**config.mk**
```make
export PLATFORM = sky130hd
export DESIGN_NAME = pdri_front
export DESIGN_NICKNAME = d
export VERILOG_FILES = /design/src/pdri_pkg.sv /design/src/pdri_front.sv
export SDC_FILE = /design/constraint.sdc
export NUM_CORES = 1
export LEC_CHECK = 0
export BUFFER_PORTS_ARGS = -buffer_cell sky130_fd_sc_hd__buf_2
export CORE_ASPECT_RATIO = 0.75
export CORE_MARGIN = 3
export CORE_UTILIZATION = 35
export CTS_CLUSTER_SIZE = 10
export DETAILED_ROUTE_END_ITERATION = 6
export GPL_TIMING_DRIVEN = 0
export PLACE_DENSITY = 0.62
export SETUP_SLACK_MARGIN = 0.1
export SLEW_MARGIN = 20
export SYNTH_ARGS = -nofsm -noshare
export SYNTH_HDL_FRONTEND = slang
export SYNTH_SLANG_ARGS = --single-unit
```
**constraint.sdc**
```tcl
create_clock -name clock -period 3 [get_ports clock]
set_input_delay 0 -clock clock [delete_from_list [all_inputs] [get_ports clock]]
set_output_delay 0 -clock clock [all_outputs]
set_load 0.01 [all_outputs]
```
**src/pdri_pkg.sv**
```systemverilog
`timescale 1ns / 1ps
`default_nettype none
package pdri_pkg;

   localparam logic signed [19:0] CORDIC_GAIN = 20'sd39797;
   localparam logic signed [19:0] HALF_PI_Q16 = 20'sd102944;
   localparam logic signed [19:0] PI_Q16 = 20'sd205887;
   localparam logic signed [16:0] YAW_PI = 17'sd25736;
   localparam logic signed [16:0] YAW_TWO_PI = 17'sd51472;
   localparam logic [3:0] CORDIC_LAST = 4'd15;
   localparam logic [3:0] ATT_LAST = 4'd3;
   localparam logic [3:0] POS_LAST = 4'd7;
   localparam logic [3:0] DIV_LAST = 4'd1;
   // ceil(2^30 / 25), exact floor division by 25 below 2^30
   localparam logic [25:0] RECIP_25 = 26'd42949673;
   // half of 200 * 2^29
   localparam logic [57:0] HALF_DIV = 58'd53687091200;
   localparam logic [7:0] HALF_TICK = 8'd100;

   typedef logic [2:0] csr_index_type;
   localparam csr_index_type CSR_OFFSET_X = 3'd0;
   localparam csr_index_type CSR_OFFSET_Y = 3'd1;
   localparam csr_index_type CSR_VEH_HEIGHT = 3'd2;
   localparam csr_index_type CSR_INIT_X = 3'd3;
   localparam csr_index_type CSR_INIT_Y = 3'd4;
   localparam csr_index_type CSR_INIT_YAW = 3'd5;

   typedef struct packed {
      logic signed [15:0] speed;
      logic signed [15:0] yaw_rate;
      logic signed [31:0] terrain_height;
      logic signed [15:0] terrain_roll;
      logic signed [15:0] terrain_pitch;
   } req_item_type;

   typedef struct packed {
      logic signed [31:0] pos_x;
      logic signed [31:0] pos_y;
      logic signed [31:0] pos_z;
      logic signed [15:0] roll;
      logic signed [15:0] pitch;
      logic signed [15:0] heading;
      logic signed [23:0] roll_rate;
      logic signed [23:0] pitch_rate;
      logic signed [31:0] z_rate;
   } rsp_item_type;

   typedef struct packed {
      logic         valid;
      req_item_type item;
   } queue_out_type;

   typedef enum logic [2:0] {
      ST_IDLE,
      ST_COR_OLD,
      ST_ATT,
      ST_ATT_FIN,
      ST_COR_NEW,
      ST_POS,
      ST_DIV,
      ST_DONE
   } core_state_type;

   function automatic logic signed [19:0] cordic_atan(input logic [3:0] i);
      logic signed [19:0] r;
      unique case (i)
         4'd0: r = 20'sd51472;
         4'd1: r = 20'sd30386;
         4'd2: r = 20'sd16055;
         4'd3: r = 20'sd8150;
         4'd4: r = 20'sd4091;
         4'd5: r = 20'sd2047;
         4'd6: r = 20'sd1024;
         4'd7: r = 20'sd512;
         4'd8: r = 20'sd256;
         4'd9: r = 20'sd128;
         4'd10: r = 20'sd64;
         4'd11: r = 20'sd32;
         4'd12: r = 20'sd16;
         4'd13: r = 20'sd8;
         4'd14: r = 20'sd4;
         4'd15: r = 20'sd2;
         default: r = 20'sd0;
      endcase
      return r;
   endfunction

endpackage
`default_nettype wire

```
**src/pdri_front.sv**
```systemverilog
`timescale 1ns / 1ps
`default_nettype none
module pdri_front (
   input  logic                  clock,
   input  logic                  reset,
   input  logic                  req_valid,
   output logic                  req_stall,
   input  pdri_pkg::req_item_type req_data,
   output pdri_pkg::queue_out_type q_out,
   input  logic                  q_pop
);
   import pdri_pkg::*;

   req_item_type mem_ff [2];
   req_item_type mem_in [2];
   logic wr_ptr_ff, wr_ptr_in, rd_ptr_ff, rd_ptr_in;
   logic [1:0] count_ff, count_in;
   logic push, pop;

   assign req_stall = (count_ff == 2'd2);
   assign push = req_valid && !req_stall;
   assign pop = q_pop && (count_ff != 2'd0);
   assign q_out.valid = (count_ff != 2'd0);
   assign q_out.item = mem_ff[rd_ptr_ff];

   always_comb begin
      mem_in = mem_ff;
      wr_ptr_in = wr_ptr_ff;
      rd_ptr_in = rd_ptr_ff;
      count_in = count_ff;
      if (push) begin
         mem_in[wr_ptr_ff] = req_data;
         wr_ptr_in = ~wr_ptr_ff;
      end
      if (pop) begin
         rd_ptr_in = ~rd_ptr_ff;
      end
      if (push && !pop) begin
         count_in = count_ff + 2'd1;
      end else if (pop && !push) begin
         count_in = count_ff - 2'd1;
      end
   end

   always_ff @(posedge clock) begin
      mem_ff <= mem_in;
      if (reset) begin
         wr_ptr_ff <= 1'b0;
         rd_ptr_ff <= 1'b0;
         count_ff <= 2'd0;
      end else begin
         wr_ptr_ff <= wr_ptr_in;
         rd_ptr_ff <= rd_ptr_in;
         count_ff <= count_in;
      end
   end

endmodule
`default_nettype wire

```
==> flow_metrics.py <==
metrics = {
    "floorplan": {
        "core_area_um2": 19800,
        "fp.dieW_um": 172,
        "fp.dieArea_um2": 22500,
        "rows": 44,
        "io_pins": 198,
        "floorplan.initialDensity": 0.365,
        "die_h_um": 131,
    },
    "timing": {
        "rsz0062_at_grt": "no",
        "tightest_slew_ns": 0.655,
        "max-slew-margin-rel": 0.564,
        "finalCritPeriodShare": 0.654,
        "fmax_mhz": 510,
        "fin_hold_ws_ns": 0.290,
        "period_minus_slack_ns": 1.96,
        "setup_viol": 0,
        "fin_skew_ns": 0.00943,
        "hold_viol": 0,
        "slew_violations": 0,
    },
    "setup_path": {
        "r2r_slack_ns": 1.04,
        "crit_path_start": "count_ff[0]",
        "crit_arrival_ns": 2.08,
        "startpoint_type": "flop",
        "timing.rr.start": "count_ff[0]",
        "endpoint_kind": "flop",
        "crit_required_ns": 3.12,
        "cp_max_fo": 27,
        "critical_path_class": "reg -> reg",
    },
    "cells_and_area": {
        "syn_to_final_growth_pct": 41.1,
        "stdcell_count": 907,
        "nets": 742,
        "design_area_um2": 10200,
        "fin_util": 0.515,
        "num_antenna_cells": 0,
        "drive_above_1_share": 0.526,
    },
    "placement": {
        "post_dp_cell_area_um2": 8640,
        "hpwl_mm": 9.68,
        "io_buffers": 197,
        "dp_cells": 776,
        "gp_congestion": 0.707,
    },
    "synthesis": {
        "synth_cell_types": 16,
        "synth_ff_type": "edfxtp_1",
        "async_reset_ff_frac": 0,
        "seq_area_frac_synth": 0.807,
        "netlist_instances": 322,
        "yosys.area.top_type_share": 0.796,
        "ys_ff_latch": 196,
        "syn_nets": 423,
        "ys_top_cells_by_area": "edfxtp_1, mux2_2, mux2_4",
        "ys_warn_count": 0,
        "yosys.area.top_type": "edfxtp_1",
        "post_synth.cell_area_avg_um2": 22.5,
        "synth.cell_area_um2": 7240,
        "synth_edf_count": 192,
    },
    "route": {
        "ant_nets": 0,
        "drtPass1Iterations": 4,
        "wl_per_cell_um": 16.3,
        "dr_total_vias": 4023,
        "drcViolationCount": 0,
        "routed_wl_mm": 14.8,
        "via_per_inst": 4.44,
        "dr.first_iter.drc_count": 221,
    },
    "clock_tree": {
        "clkTransAtPathRegs_ns": 0.08,
        "cts_setup_buffers": 0,
        "cts-root-buf": "clkbuf_16",
        "cts_tree": "done",
        "h-tree-depth": 4,
        "cts_buffers": 17,
        "clockBufferDepth": 2,
        "clock_latency_ns": 0.43,
        "clkSinkCount": 196,
    },
    "grt": {
        "grt_overflow": 0,
        "antenna_found_initial": 0,
        "grt_use_total": 0.131,
        "grt_max_degree": 52,
        "grt_pass1_wl_mm": 22.4,
        "grt_pass1_vias": 4385,
    },
    "power": {
        "cellPowerDensity_nw_per_um2": 771,
        "peakVddDrop_mv": 0.369,
        "finalPower_mw": 7.88,
        "p_leak_nw": 3.91,
    },
    "job": {
        "drv_cap": 0,
    },
    "status": {
        "status": "finished clean",
    },
    "hold_path": {
        "hold_class": "in -> reg",
        "hold_start": "req_data[33]",
    },
}
-- Yosys cell counts (all sizes together), types with 2 or more instances --
cell type / count
a21oi: 2
xor2: 3
nor2: 3
dfxtp: 4
or3: 2
edfxtp: 192
inv: 2
o21ai: 3
mux2: 96
buf: 11
-- critical path, stage by stage (launching register included) --
cell and delay, ns:
dfxtp_1 0.43, nor2b_2 0.09, or3_1 0.37, clkinvlp_4 0.30, buf_12 0.24, buf_12 0.21
-- power breakdown --
group | total [mW] | internal, mW | switching (mW)
clock network | 2.20 | 1.12 | 1.09
logic | 2.16 | 1.08 | 1.07
registers | 3.52 | 3.43 | 0.0859
-- metal layers --
layer | vias up | wire [um] | global-route usage
li1 | 1908 | - | -
met1 | 1953 | 6230 | 0.158
met2 | 151 | 7170 | 0.217
met3 | 11 | 1240 | 0.0565
met4 | 0 | 122 | 0.0394
met5 | - | 0 | 0
-- placed cells by master, fill, tap and decap left out, drive strengths merged --
cell type	instances
buf	212
edfxtp	192
dlygate4sd3	99
mux2	96
clkbuf	17
inv	8
clkinv	7
dfxtp	4
nor2	3
o21ai	3
xor2	3
or3	2
clkinvlp	2
a21oi	2
nor2b	1
or2	1
and2	1
ha	1
-- kinds of logic (layout without fill, tap and decap cells) --
group                      after synthesis  count (layout)  synth area share
muxes                                   96              96             0.165
xor gates and xnor gates                 3               3           0.00363
AOI/OAI and AO/OA                        5               5           0.00345
adders and majority gates                1               1           0.00173
buffers and inverters                   13             345            0.0130
and+or+nand+nor                          8               8           0.00622
DFF                                    196             196             0.807
-- sequential cells by signal, indices dropped and copies added (netlist names) --
register and flops:
rd_ptr_ff 1, count_ff 2, mem_ff 192, wr_ptr_ff 1
-- repair_timing --
action                    4_1_cts  5_1_grt
hold buffers                   99        0
gates resized for setup         0        0
hold endpoints to repair      196        0
-- path summary, 6_finish.rpt --
check	end	depth (start not counted)
max	mem_ff[141]	5
max reg2reg	mem_ff[141]	5
min reg2reg	wr_ptr_ff	2
min	mem_ff[129]	2
-- cell type report --
| type | count | area [um2] |
|---|---|---|
| clock buffers | 17 | 425 |
| repair buffers | 300 | 2060 |
| inverters | 2 | 11.3 |
| well taps | 253 | 317 |
| clock inverters | 15 | 161 |
| flip-flops and latches | 196 | 5850 |
| plain buffers | 11 | 86.3 |
| fillers | 1604 | 9600 |
| multi-input cells | 113 | 1310 |
-- metrics by stage --
step	setup slack [ns]	TNS (ns)
2_1_floorplan	0.451	0
3_3_place_gp	-0.226	-21.09
3_5_place_dp	1.02	0
4_1_cts	1.01	0
5_1_grt	0.942	0
6_report	1.04	0
Power figures use the tool's default switching activity.
